## config.mk

```make
export PLATFORM = sky130hd
export DESIGN_NAME = cordic_sine_cosine_degrees_top
export DESIGN_NICKNAME = d
export VERILOG_FILES = /design/src/hdl/cscd_pkg.sv /design/src/hdl/cordic_sine_cosine_degrees_top.sv /design/src/hdl/cscd_front.sv /design/src/hdl/cscd_rot_stage.sv
export SDC_FILE = /design/constraint.sdc
export NUM_CORES = 2
export LEC_CHECK = 0
export ABC_AREA = 1
export BUFFER_PORTS_ARGS = -buffer_cell sky130_fd_sc_hd__buf_2
export CORE_MARGIN = 2
export CORE_UTILIZATION = 50
export DETAILED_ROUTE_END_ITERATION = 6
export PLACE_DENSITY = 0.65
export SYNTH_ARGS = -nofsm -noshare
export SYNTH_HDL_FRONTEND = slang
export SYNTH_SLANG_ARGS = --single-unit
export TNS_END_PERCENT = 1
```

## constraint.sdc

```tcl
create_clock -name clk -period 20.7 [get_ports clk]
set_input_delay 2.07 -clock clk [delete_from_list [all_inputs] [get_ports clk]]
set_output_delay 2.07 -clock clk [all_outputs]
set_load 0.005 [all_outputs]
```

## src/hdl/cscd_pkg.sv

```systemverilog
// cscd_pkg: shared widths, constants, codes and types of the degree-input cordic sine/cosine
// block, plus the arctangent table in binary angle units
// no dependencies
`timescale 1ns / 1ps
`default_nettype none

package cscd_pkg;

    localparam int ANGLE_W    = 16;
    localparam int DATA_W     = 16;
    localparam int ITER_W     = 5;
    localparam int ATAN_MAX   = 16;
    localparam int ATAN_IDX_W = 4;

    localparam logic [ITER_W-1:0] ITER_RESET = 5'd13;
    localparam logic [DATA_W-1:0] X_START    = 16'h4DBA;

    localparam int TURN_DEG    = 360;
    localparam int HALF_DEG    = 180;
    localparam int QUART_DEG   = 90;
    localparam int EIGHTH_DEG  = 45;

    // floor(u / 360) = (u * RECIP_360) >> RECIP_360_SHIFT for 16-bit u
    localparam int RECIP_360_W     = 17;
    localparam int RECIP_360_SHIFT = 25;
    localparam logic [RECIP_360_W-1:0] RECIP_360 = 17'd93207;
    // (-32768) mod 360, offset of the biased angle
    localparam logic [8:0] TURN_OFFSET = 9'd352;

    // floor(m * 1024 / 45) = (m * RECIP_45) >> RECIP_45_SHIFT for m <= 45
    localparam int RECIP_45_W     = 21;
    localparam int RECIP_45_SHIFT = 16;
    localparam logic [RECIP_45_W-1:0] RECIP_45 = 21'd1491309;

    // octant fold codes
    localparam logic [1:0] OCT_NONE = 2'd0;
    localparam logic [1:0] OCT_POS  = 2'd1;
    localparam logic [1:0] OCT_NEG  = 2'd2;

    typedef struct packed {
        logic signed [DATA_W-1:0] x;
        logic signed [DATA_W-1:0] y;
        logic signed [DATA_W-1:0] acc;
        logic signed [DATA_W-1:0] theta;
        logic                     flip;
        logic [1:0]               oct;
    } rot_t;

    function automatic logic [DATA_W-1:0] atan_units(input logic [ATAN_IDX_W-1:0] idx);
        logic [DATA_W-1:0] val;
        case (idx)
            4'd0:    val = 16'h4000;
            4'd1:    val = 16'h25C8;
            4'd2:    val = 16'h13F6;
            4'd3:    val = 16'h0A22;
            4'd4:    val = 16'h0516;
            4'd5:    val = 16'h028B;
            4'd6:    val = 16'h0145;
            4'd7:    val = 16'h00A2;
            4'd8:    val = 16'h0051;
            4'd9:    val = 16'h0029;
            4'd10:   val = 16'h0014;
            4'd11:   val = 16'h000A;
            4'd12:   val = 16'h0005;
            4'd13:   val = 16'h0003;
            4'd14:   val = 16'h0002;
            default: val = 16'h0001;
        endcase
        return val;
    endfunction

endpackage

`default_nettype wire

```

## src/hdl/cordic_sine_cosine_degrees_top.sv

```systemverilog
// cordic sine and cosine of an angle in whole degrees, Q1.15 results
// input stream: s_axis_tdata[15:0] = angle (signed degrees)
// output stream: m_axis_tdata[15:0] = sine_value, [31:16] = cosine_value
// config: cfg_wr_en / cfg_wr_data write iteration_count (reset 13), counts above
//   ARCTAN_TABLE_SIZE run every step; write only while no item is in flight
// latency: ARCTAN_TABLE_SIZE + 7 cycles from accept to output valid (23 at the
//   default), set by six conditioning stages, one register per rotation step
//   and the output register
// throughput: one item per cycle, every stage is a register with its own valid
// stall: each stage holds while the one after it is full and blocked, so
//   bubbles close up and input is still taken while a result waits at the output
// reset: all valid bits cleared, iteration_count back to 13, no clearing pass
// depends on cscd_pkg, cscd_front, cscd_rot_stage
`timescale 1ns / 1ps
`default_nettype none

module cordic_sine_cosine_degrees_top
    import cscd_pkg::*;
#(
    parameter int ARCTAN_TABLE_SIZE = ATAN_MAX
)
(
    input  logic                clk,
    input  logic                rst_n,
    input  logic                cfg_wr_en,
    input  logic [ITER_W-1:0]   cfg_wr_data,     // iteration_count
    input  logic                s_axis_tvalid,
    output logic                s_axis_tready,
    input  logic [ANGLE_W-1:0]  s_axis_tdata,    // [15:0] angle
    output logic                m_axis_tvalid,
    input  logic                m_axis_tready,
    output logic [2*DATA_W-1:0] m_axis_tdata     // [15:0] sine_value, [31:16] cosine_value
);

    localparam int N = ARCTAN_TABLE_SIZE;

    // per-step enable mask, thermometer coded from the iteration count
    logic [N-1:0] step_on_reg;

    always_ff @(posedge clk or negedge rst_n)
    begin
        if (!rst_n)
        begin
            for (int i = 0; i < N; i++)
            begin
                step_on_reg[i] <= (ITER_W'(i) < ITER_RESET);
            end
        end
        else if (cfg_wr_en)
        begin
            for (int i = 0; i < N; i++)
            begin
                step_on_reg[i] <= (ITER_W'(i) < cfg_wr_data);
            end
        end
    end

    logic [N:0] bus_vld;
    logic [N:0] bus_rdy;
    rot_t       bus [N+1];

    cscd_front u_front (
        .clk       (clk),
        .rst_n     (rst_n),
        .in_valid  (s_axis_tvalid),
        .in_ready  (s_axis_tready),
        .in_angle  ($signed(s_axis_tdata)),
        .out_valid (bus_vld[0]),
        .out_ready (bus_rdy[0]),
        .out_data  (bus[0])
    );

    for (genvar g = 0; g < N; g++)
    begin : g_rot
        cscd_rot_stage #(
            .STAGE (g)
        ) u_stage (
            .clk       (clk),
            .rst_n     (rst_n),
            .active    (step_on_reg[g]),
            .in_valid  (bus_vld[g]),
            .in_ready  (bus_rdy[g]),
            .in_data   (bus[g]),
            .out_valid (bus_vld[g+1]),
            .out_ready (bus_rdy[g+1]),
            .out_data  (bus[g+1])
        );
    end

    // output stage: cosine magnitude, octant swap, quadrant sign
    logic                     out_vld_reg;
    logic                     out_en;
    logic signed [DATA_W-1:0] x_abs, sn_oct, cs_oct;
    logic [2*DATA_W-1:0]      out_data_reg, out_data_next;
    rot_t                     fin;

    assign fin          = bus[N];
    assign out_en       = !out_vld_reg || m_axis_tready;
    assign bus_rdy[N]   = out_en;

    always_comb
    begin
        x_abs = fin.x[DATA_W-1] ? -fin.x : fin.x;
        case (fin.oct)
            OCT_POS:
            begin
                sn_oct = x_abs;
                cs_oct = -fin.y;
            end
            OCT_NEG:
            begin
                sn_oct = -x_abs;
                cs_oct = fin.y;
            end
            default:
            begin
                sn_oct = fin.y;
                cs_oct = x_abs;
            end
        endcase
        if (fin.flip)
        begin
            out_data_next = {DATA_W'(-cs_oct), DATA_W'(-sn_oct)};
        end
        else
        begin
            out_data_next = {DATA_W'(cs_oct), DATA_W'(sn_oct)};
        end
    end

    always_ff @(posedge clk or negedge rst_n)
    begin
        if (!rst_n)
        begin
            out_vld_reg <= 1'b0;
        end
        else if (out_en)
        begin
            out_vld_reg <= bus_vld[N];
        end
    end

    always_ff @(posedge clk)
    begin
        if (out_en)
        begin
            out_data_reg <= out_data_next;
        end
    end

    assign m_axis_tvalid = out_vld_reg;
    assign m_axis_tdata  = out_data_reg;

`ifndef SYNTHESIS
    // an empty output register lets every stage advance
    a_ready_when_empty: assert property (@(posedge clk) disable iff (!rst_n)
        !out_vld_reg |-> s_axis_tready)
        else $error("input blocked while output register empty");

    // enabled steps always form a prefix
    a_step_mask_prefix: assert property (@(posedge clk) disable iff (!rst_n)
        ((step_on_reg + N'(1)) & step_on_reg) == '0)
        else $error("rotation step mask has a hole");

    // scaled angle entering the rotator stays within one octant
    a_octant_range: assert property (@(posedge clk) disable iff (!rst_n)
        bus_vld[0] |-> (bus[0].theta <= 16'sd16384 && bus[0].theta >= -16'sd16384))
        else $error("folded angle out of octant range");
`endif

endmodule

`default_nettype wire

```

## src/hdl/cscd_front.sv

```systemverilog
// cscd_front: six-stage angle conditioning, mod-360 reduction, quadrant and octant folding
// and scaling from degrees to binary angle units
// depends on cscd_pkg
`timescale 1ns / 1ps
`default_nettype none

module cscd_front
    import cscd_pkg::*;
(
    input  logic                      clk,
    input  logic                      rst_n,
    input  logic                      in_valid,
    output logic                      in_ready,
    input  logic signed [ANGLE_W-1:0] in_angle,
    output logic                      out_valid,
    input  logic                      out_ready,
    output rot_t                      out_data
);

    localparam int NSTAGE = 6;
    localparam int Q_W    = 8;
    localparam int R_W    = 9;
    localparam int SUM_W  = 10;
    localparam int TH_W   = 10;
    localparam int FOLD_W = 7;
    localparam int MAG_W  = 6;
    localparam int SQ_W   = 11;
    localparam int SCL_W  = 15;
    localparam int P360_W = ANGLE_W + RECIP_360_W;
    localparam int P45_W  = MAG_W + RECIP_45_W;

    localparam logic signed [TH_W-1:0] HALF_S   = TH_W'(HALF_DEG);
    localparam logic signed [TH_W-1:0] QUART_S  = TH_W'(QUART_DEG);
    localparam logic signed [TH_W-1:0] EIGHTH_S = TH_W'(EIGHTH_DEG);

    logic [NSTAGE-1:0] vld_reg;
    logic [NSTAGE-1:0] vld_next;
    logic [NSTAGE-1:0] en;

    always_comb
    begin
        en[NSTAGE-1] = !vld_reg[NSTAGE-1] || out_ready;
        for (int k = NSTAGE - 2; k >= 0; k--)
        begin
            en[k] = !vld_reg[k] || en[k+1];
        end
    end

    assign vld_next  = {vld_reg[NSTAGE-2:0], in_valid};
    assign in_ready  = en[0];
    assign out_valid = vld_reg[NSTAGE-1];

    always_ff @(posedge clk or negedge rst_n)
    begin
        if (!rst_n)
        begin
            vld_reg <= '0;
        end
        else
        begin
            for (int k = 0; k < NSTAGE; k++)
            begin
                if (en[k])
                begin
                    vld_reg[k] <= vld_next[k];
                end
            end
        end
    end

    // stage 1: bias to unsigned, quotient by 360
    logic [ANGLE_W-1:0] u1_reg, u1_next;
    logic [Q_W-1:0]     q1_reg, q1_next;
    logic [P360_W-1:0]  prod360;

    assign u1_next = {~in_angle[ANGLE_W-1], in_angle[ANGLE_W-2:0]};
    assign prod360 = P360_W'(u1_next) * P360_W'(RECIP_360);
    assign q1_next = prod360[RECIP_360_SHIFT +: Q_W];

    // stage 2: remainder of the biased angle
    logic [ANGLE_W:0] q_turn;
    logic [ANGLE_W:0] diff2;
    logic [R_W-1:0]   r2_reg, r2_next;

    assign q_turn  = (ANGLE_W+1)'(q1_reg) * (ANGLE_W+1)'(TURN_DEG);
    assign diff2   = {1'b0, u1_reg} - q_turn;
    assign r2_next = diff2[R_W-1:0];

    // stage 3: undo bias, map into -179..180
    logic [SUM_W-1:0]       sum3, red3;
    logic signed [TH_W-1:0] th3_reg, th3_next;

    always_comb
    begin
        sum3 = {1'b0, r2_reg} + SUM_W'(TURN_OFFSET);
        red3 = (sum3 >= SUM_W'(TURN_DEG)) ? sum3 - SUM_W'(TURN_DEG) : sum3;
        th3_next = (red3 > SUM_W'(HALF_DEG)) ? $signed(red3 - SUM_W'(TURN_DEG))
                                             : $signed(red3);
    end

    // stage 4: quadrant and octant fold
    logic signed [TH_W-1:0]   t4a, t4b;
    logic signed [FOLD_W-1:0] t4_reg, t4_next;
    logic                     flip4_reg, flip4_next;
    logic [1:0]               oct4_reg, oct4_next;

    always_comb
    begin
        if (th3_reg < -HALF_S + QUART_S)
        begin
            t4a        = th3_reg + HALF_S;
            flip4_next = 1'b1;
        end
        else if (th3_reg > QUART_S)
        begin
            t4a        = th3_reg - HALF_S;
            flip4_next = 1'b1;
        end
        else
        begin
            t4a        = th3_reg;
            flip4_next = 1'b0;
        end
        if (t4a < -EIGHTH_S)
        begin
            t4b       = t4a + QUART_S;
            oct4_next = OCT_NEG;
        end
        else if (t4a > EIGHTH_S)
        begin
            t4b       = t4a - QUART_S;
            oct4_next = OCT_POS;
        end
        else
        begin
            t4b       = t4a;
            oct4_next = OCT_NONE;
        end
        t4_next = t4b[FOLD_W-1:0];
    end

    // stage 5: magnitude scaled to binary angle units
    logic [FOLD_W-1:0] abs5;
    logic [P45_W-1:0]  prod45;
    logic [SQ_W-1:0]   sq5;
    logic [SCL_W-1:0]  mag5_reg, mag5_next;
    logic              neg5_reg, flip5_reg;
    logic [1:0]        oct5_reg;

    always_comb
    begin
        abs5      = t4_reg[FOLD_W-1] ? FOLD_W'(-t4_reg) : FOLD_W'(t4_reg);
        prod45    = P45_W'(abs5[MAG_W-1:0]) * P45_W'(RECIP_45);
        sq5       = prod45[RECIP_45_SHIFT +: SQ_W];
        mag5_next = {sq5, 4'b0000};
    end

    // stage 6: sign restore, cordic start vector
    logic [DATA_W-1:0] mag6;
    rot_t              rot6_reg, rot6_next;

    always_comb
    begin
        mag6            = DATA_W'(mag5_reg);
        rot6_next.x     = $signed(X_START);
        rot6_next.y     = '0;
        rot6_next.acc   = '0;
        rot6_next.theta = neg5_reg ? $signed(-mag6) : $signed(mag6);
        rot6_next.flip  = flip5_reg;
        rot6_next.oct   = oct5_reg;
    end

    always_ff @(posedge clk)
    begin
        if (en[0])
        begin
            u1_reg <= u1_next;
            q1_reg <= q1_next;
        end
        if (en[1])
        begin
            r2_reg <= r2_next;
        end
        if (en[2])
        begin
            th3_reg <= th3_next;
        end
        if (en[3])
        begin
            t4_reg    <= t4_next;
            flip4_reg <= flip4_next;
            oct4_reg  <= oct4_next;
        end
        if (en[4])
        begin
            mag5_reg  <= mag5_next;
            neg5_reg  <= t4_reg[FOLD_W-1];
            flip5_reg <= flip4_reg;
            oct5_reg  <= oct4_reg;
        end
        if (en[5])
        begin
            rot6_reg <= rot6_next;
        end
    end

    assign out_data = rot6_reg;

endmodule

`default_nettype wire

```

## src/hdl/cscd_rot_stage.sv

```systemverilog
// cscd_rot_stage: one registered cordic rotation step with its own valid and stall logic
// depends on cscd_pkg
`timescale 1ns / 1ps
`default_nettype none

module cscd_rot_stage
    import cscd_pkg::*;
#(
    parameter int STAGE = 0
)
(
    input  logic clk,
    input  logic rst_n,
    input  logic active,
    input  logic in_valid,
    output logic in_ready,
    input  rot_t in_data,
    output logic out_valid,
    input  logic out_ready,
    output rot_t out_data
);

    logic                     vld_reg;
    rot_t                     rot_reg, rot_next;
    logic signed [DATA_W-1:0] x_sh, y_sh, atan;

    assign in_ready  = !vld_reg || out_ready;
    assign out_valid = vld_reg;
    assign out_data  = rot_reg;

    always_comb
    begin
        x_sh     = in_data.x >>> STAGE;
        y_sh     = in_data.y >>> STAGE;
        atan     = $signed(atan_units(ATAN_IDX_W'(STAGE)));
        rot_next = in_data;
        if (active)
        begin
            if (in_data.theta > in_data.acc)
            begin
                rot_next.x   = in_data.x - y_sh;
                rot_next.y   = in_data.y + x_sh;
                rot_next.acc = in_data.acc + atan;
            end
            else
            begin
                rot_next.x   = in_data.x + y_sh;
                rot_next.y   = in_data.y - x_sh;
                rot_next.acc = in_data.acc - atan;
            end
        end
    end

    always_ff @(posedge clk or negedge rst_n)
    begin
        if (!rst_n)
        begin
            vld_reg <= 1'b0;
        end
        else if (in_ready)
        begin
            vld_reg <= in_valid;
        end
    end

    always_ff @(posedge clk)
    begin
        if (in_ready)
        begin
            rot_reg <= rot_next;
        end
    end

endmodule

`default_nettype wire

```

Word level (Yosys, flattened, before mapping)
Cells that the tools add are included.
- muxes and demuxes: 45
- reductions and logical operators: 46
- div/mod/pow operators: 0
- eq/ne operators: 2
- multiply operators: 3
- add/subtract/negate cells: 105
- bitwise operators: 1
- shifts and indexed selects: 0
- order comparisons: 38
- operators with widths (operator ; count):
    $mux 48 ; 30
    $gt 16x16->1 ; 15
    $neg 16->16 ; 5
    $mux 32 ; 2
    $pmux 16 s2 ; 2
    $lt 4x5->1 const A ; 8
    $mux 10 ; 4
    $mul 16x17->33 const B ; 1
    $add 16x1->16 ; 2
    $add 16x10->16 ; 2
    $add 16x11->16 ; 2
    $add 16x12->16 ; 2
    $add 16x13->16 ; 2
    $add 16x14->16 ; 2
    $add 16x15->16 ; 2
    $add 16x2->16 ; 2
    $add 16x3->16 ; 2
    $add 16x3->16 const B ; 2
    $add 16x4->16 ; 2
    $add 16x5->16 ; 2
    $add 16x6->16 ; 2
    $add 16x7->16 ; 2
    $add 16x8->16 ; 2
    $add 16x9->16 ; 2
    71 further kinds ; 141
- bits in latches: 0
- memory bits (writable): 0
- flip-flop bits (word level): 1190
- bits in read-only memories: 0
- memories: 0

Logic depth before layout (Yosys ltp)
- depth after elaboration: 24
- gate-level depth with buffers: 32
- mapped depth without buffers: 30

Hierarchy
Synthesis repeated with hierarchy kept, for this count alone.
- cell total of the unflattened synthesis: 13391
- area, all modules: 105612.5 um^2
- modules (own cells, without submodules) (module ; times used ; area an instance (um^2) ; cells an instance):
    cscd_front ; 1 ; 11131.9 ; 1263
    cscd_rot_stage (g_rot[1].u_stage) ; 1 ; 5896.9 ; 741
    cscd_rot_stage (g_rot[2].u_stage) ; 1 ; 5866.9 ; 771
    cscd_rot_stage (g_rot[3].u_stage) ; 1 ; 5866.9 ; 763
    cscd_rot_stage (g_rot[4].u_stage) ; 1 ; 5740.5 ; 739
    cscd_rot_stage (g_rot[0].u_stage) ; 1 ; 5699.2 ; 731
    cscd_rot_stage (g_rot[11].u_stage) ; 1 ; 5683.0 ; 710
    cscd_rot_stage (g_rot[5].u_stage) ; 1 ; 5672.9 ; 737
    cscd_rot_stage (g_rot[6].u_stage) ; 1 ; 5661.7 ; 721
    cscd_rot_stage (g_rot[7].u_stage) ; 1 ; 5644.2 ; 703
    cscd_rot_stage (g_rot[13].u_stage) ; 1 ; 5615.4 ; 740
    cscd_rot_stage (g_rot[8].u_stage) ; 1 ; 5610.4 ; 707
    cscd_rot_stage (g_rot[9].u_stage) ; 1 ; 5570.3 ; 688
    cscd_rot_stage (g_rot[12].u_stage) ; 1 ; 5561.6 ; 709
    +4 rows ; n/a ; n/a ; n/a

Worst setup path after synthesis
No wires, ideal clock.
- path type: in2out
- start: input port m_axis_tready
- end: output port s_axis_tready
- required time: 18630 ps
- slack: 10111 ps
- stages on the path: 16
- buffers on the path: 0
- arrival time: 8519 ps
- cells stage by stage: inv_1 -> nand2_2 -> nor2_4 -> nand2_2 -> nor2_4 -> nand2_2 -> nor2_4 -> nand2_2 -> nor2_4 -> nand4_4 -> nor2_4 -> nand4_4 -> nor2_4 -> nand4_4 -> nor2_4 -> nand4_2
- word-level cells in the longest chain between the ends: 23
- RTL lines (what ; line ; text):
    from (decl) ; cordic_sine_cosine_degrees_top.sv:31 ; input logic m_axis_tready,
    $logic_or 1x1->1 ; cordic_sine_cosine_degrees_top.sv:98 ; assign out_en = !out_vld_reg || m_axis_tready;
    via g_rot[15].u_stage.out_ready ; cscd_rot_stage.sv:19 ; input logic out_ready,
    $logic_or 1x1->1 (2 in series) ; cscd_rot_stage.sv:27 ; assign in_ready = !vld_reg || out_ready;
    via g_rot[13].u_stage.out_ready ; cscd_rot_stage.sv:19 ;
    $logic_or 1x1->1 (2 in series) ; cscd_rot_stage.sv:27 ;
    via g_rot[11].u_stage.out_ready ; cscd_rot_stage.sv:19 ;
    $logic_or 1x1->1 (2 in series) ; cscd_rot_stage.sv:27 ;
    via g_rot[10].u_stage.in_ready ; cscd_rot_stage.sv:16 ; output logic in_ready,
    $logic_or 1x1->1 (4 in series) ; cscd_rot_stage.sv:27 ;
    via g_rot[5].u_stage.out_ready ; cscd_rot_stage.sv:19 ;
    $logic_or 1x1->1 (4 in series) ; cscd_rot_stage.sv:27 ;
    via g_rot[1].u_stage.out_ready ; cscd_rot_stage.sv:19 ;
    $logic_or 1x1->1 (2 in series) ; cscd_rot_stage.sv:27 ;
    $logic_or 1x1->1 ; cscd_front.sv:42 ; en[NSTAGE-1] = !vld_reg[NSTAGE-1] || out_ready;
    $logic_or 1x1->1 ; cscd_front.sv:45 ; en[k] = !vld_reg[k] || en[k+1];
    via u_front.en[4] ; cscd_front.sv:38 ; logic [NSTAGE-1:0] en;
    $logic_or 1x1->1 (4 in series) ; cscd_front.sv:45 ;
    to (decl) ; cordic_sine_cosine_degrees_top.sv:28 ; output logic s_axis_tready,
The timed path passes the listed nets, and every way through them passes these cells.

Worst setup path after layout
Same ends and word-level chain as after synthesis.

==> impl_metrics.csv <==
group,metric,value,unit
outcome,status,"complete, no violations",
layout,drive_gt1_share,4.59,%
synth,synth_simple_gate_area_share,16.8,%
die,die_x,414,um
clocking,cts_tree,"yes",
synth,synth-xor-area-share,6.33,%
sta,tightest_slew,1140,ps
synth,synthMuxAreaShare,0.0119,%
job,max_cap_viol_count,0,
die,io_pins,60,
grt,track_usage,23.0,%
route,wl_per_cell,16.2,um
die,die_h,414,um
route,drt_iter0_drc,4307,
sta,maxSlewHeadroom,23.8,%
placement,placed_area,0.0869,mm^2
synth,synth_fa_ha_area_share,18.6,%
grt,grt_max_degree,84,
synth,synth_nets,11123,
sta,setup_viol,0,
die,core_area,0.167,mm^2
sta,setup_tns,0,ps
synth,synth_ff_type,"edfxtp_1",
sta,skew,30.9,ps
synth,syn_inst,9934,
clocking,cts_resized,0,
route,vias_per_cell,5.37,
route,firstDrtPassIters,6,
synth,synth_largest_area_cell,"edfxtp_1",
die,fp-row-count,150,
synth,syn_avg_cell_area,8.47,um^2
placement,place.gp.congestion,0.902,
clocking,clk_pin_slew_worst_paths,60,ps
sta,final-hold-violation-count,0,
synth,ys_ff_latch,1060,
setup_path,worst_setup_path_start_kind,"primary input",
route,drtAntennaViolNets,0,
setup_path,criticalPathCategory,"primary input to output port",
synth,synthDistinctLibCells,70,
die,start_util,50.3,%
setup_path,r2r_slack,15000,ps
worst_hold_path,hold_class,"flip-flop to flip-flop",
synth,synth_compound_area_share,13.4,%
clocking,clock-sinks,1060,
synth,synth_edf_count,1021,
sta,fin_crit_sh,43.4,%
die,die_area,0.172,mm^2
grt,grt_pass1_vias,64197,
synth,yosysWarnings,0,
layout,largest_reg_flops,915,
setup_path,worstPathMaxFanout,65,
layout,syn_to_final_growth,7.96,%
clocking,cts_buffers,117,
layout,utilization,54.3,%
route,drt-total-wl,199000,um
clocking,post_cts_buffers,0,
placement,dp_hpwl,159000,um
clocking,insertion_delay,760,ps
route,num_vias,65930,
sta,rsz0062_at_grt,"false",
clocking,cts-root-buf,"clkbuf_16",
sta,min_period,8990,ps
clocking,cts.htree.levels,3,
layout,final_area,0.0908,mm^2
layout,nNetsFinal,11166,
sta,fmax,0.111,GHz
grt,grt-ovfl-total,0,
grt,grt_first_pass_wirelength,325000,um
setup_path,arrival,6920,ps
synth,yosysTopAreaCellShare,36.4,%
setup_path,critPathRequiredTime,18630,ps
sta,drv_slew,0,
synth,synth_top_family_by_area,"adder cells",
synth,syn_area,0.0841,mm^2
clocking,hold_buffers,0,
synth,synthTopCellsByArea,"edfxtp_1 (36%), ha_1 (15%), nand2_1 (9.6%), inv_1 (6.3%), o21ai_0 (5.6%)",
route,drc,0,
synth,async_flop_share,3.68,%
clocking,clock_tree.buffer_depth,3,
setup_path,cp-end-kind,"output port",
grt,antenna_found_initial,3,
synth,ys_seq_area_share,37.6,%
placement,io_buffers,59,
sta,fin_hold_ws,416,ps
==> routing by layer <==
layer  track usage [%]  up-vias  share of wire, %
li1                  -    33803                 -
met1              28.9    30524                43
met2              41.0     1228                49
met3              2.39      373               3.6
met4              8.20        2               3.6
met5                 0        -             0.029
==> placed cells by master (no fill, tap or decap), drive strengths merged, types with 53 or more instances in the layout <==
cell,synthesis,final
nand2,2179,2179
buf,18,102
clkbuf,160,140
o21ai,962,962
xor2,416,416
xnor2,188,188
nand3,370,370
fa,143,143
a21oi,700,700
a31oi,106,106
ha,1020,1020
inv,1443,1451
nand4,72,72
or2,69,69
nor3,97,97
clkinv,7,53
nor2,561,561
edfxtp,1021,1021
==> worst paths after layout <==
kind                                              start  cells after the start                       endpoint
setup / recovery                          m_axis_tready                     21                  s_axis_tready
hold / removal             g_rot[0].u_stage.out_data[1]                      0   g_rot[1].u_stage.out_data[1]
setup reg to reg                          m_axis_tvalid                     18  g_rot[0].u_stage.out_data[15]
hold reg to reg            g_rot[0].u_stage.out_data[1]                      0   g_rot[1].u_stage.out_data[1]
max in group asynchronous                         rst_n                      2             u_front.vld_reg[1]
min in group asynchronous                         rst_n                      2                step_on_reg[15]
==> stage by stage <==
step	worst slack (ps)	std cells
floorplan	10110	9934
global placement	11730	12062
detailed placement	11590	12062
CTS	11590	12285
global route	11200	12285
finish	11710	12288
==> cell families (layout without fill, tap and decap cells) <==
logic type,after synthesis,in the layout
buffers and inverters,1628,1775
flip-flops,1060,1060
other,1,4
AO/OA/AOI/OAI,2061,2061
AND/OR/NAND/NOR,3416,3416
XOR/XNOR,604,604
multiplexers,1,1
adder cells (fa/ha/maj),1163,1163
==> layout make-up <==
type | count | area (um^2)
diodes | 3 | 7.51
clock buffers | 140 | 3070
clock inverters | 83 | 910
fillers | 15156 | 76400
inverters | 1450 | 5440
multi-input cells | 7246 | 46400
flip-flops and latches | 1060 | 31700
well taps | 2204 | 2760
repair buffers | 102 | 618
==> Yosys cell counts, types with 20 or more instances <==
library cell  number
a211oi_1          29
a21boi_0          44
a21o_1            42
a21oi_1          699
a31oi_1          106
clkbuf_1         159
dfrtp_1           26
edfxtp_1        1021
fa_1             143
ha_1            1020
inv_1           1422
inv_2             21
nand2_1         2158
nand2_2           20
nand3_1          369
nand4_1           68
nor2_1           544
nor3_1            96
nor4_1            46
o21ai_0          936
o21ai_1           21
o21bai_1          20
o22ai_1           28
o31ai_1           35
or2_2             64
xnor2_1          188
xor2_1           411
==> worst max-delay path, stage by stage <==
cell	delay, ps
buf_2	100
inv_1	60
nand2_2	480
nor2_4	290
nand2_2	100
nor2_4	120
nand2_2	80
nor2_4	110
nand2_2	50
buf_4	360
nor2_4	230
nand4_4	80
buf_4	350
nor2_4	280
nand4_4	90
buf_4	360
nor2_4	230
nand4_4	290
nor2_4	230
nand4_2	510
buf_2	340
Power is not shown: default switching activity piles up to over one toggle a cycle in this logic, so the estimate is an artifact.
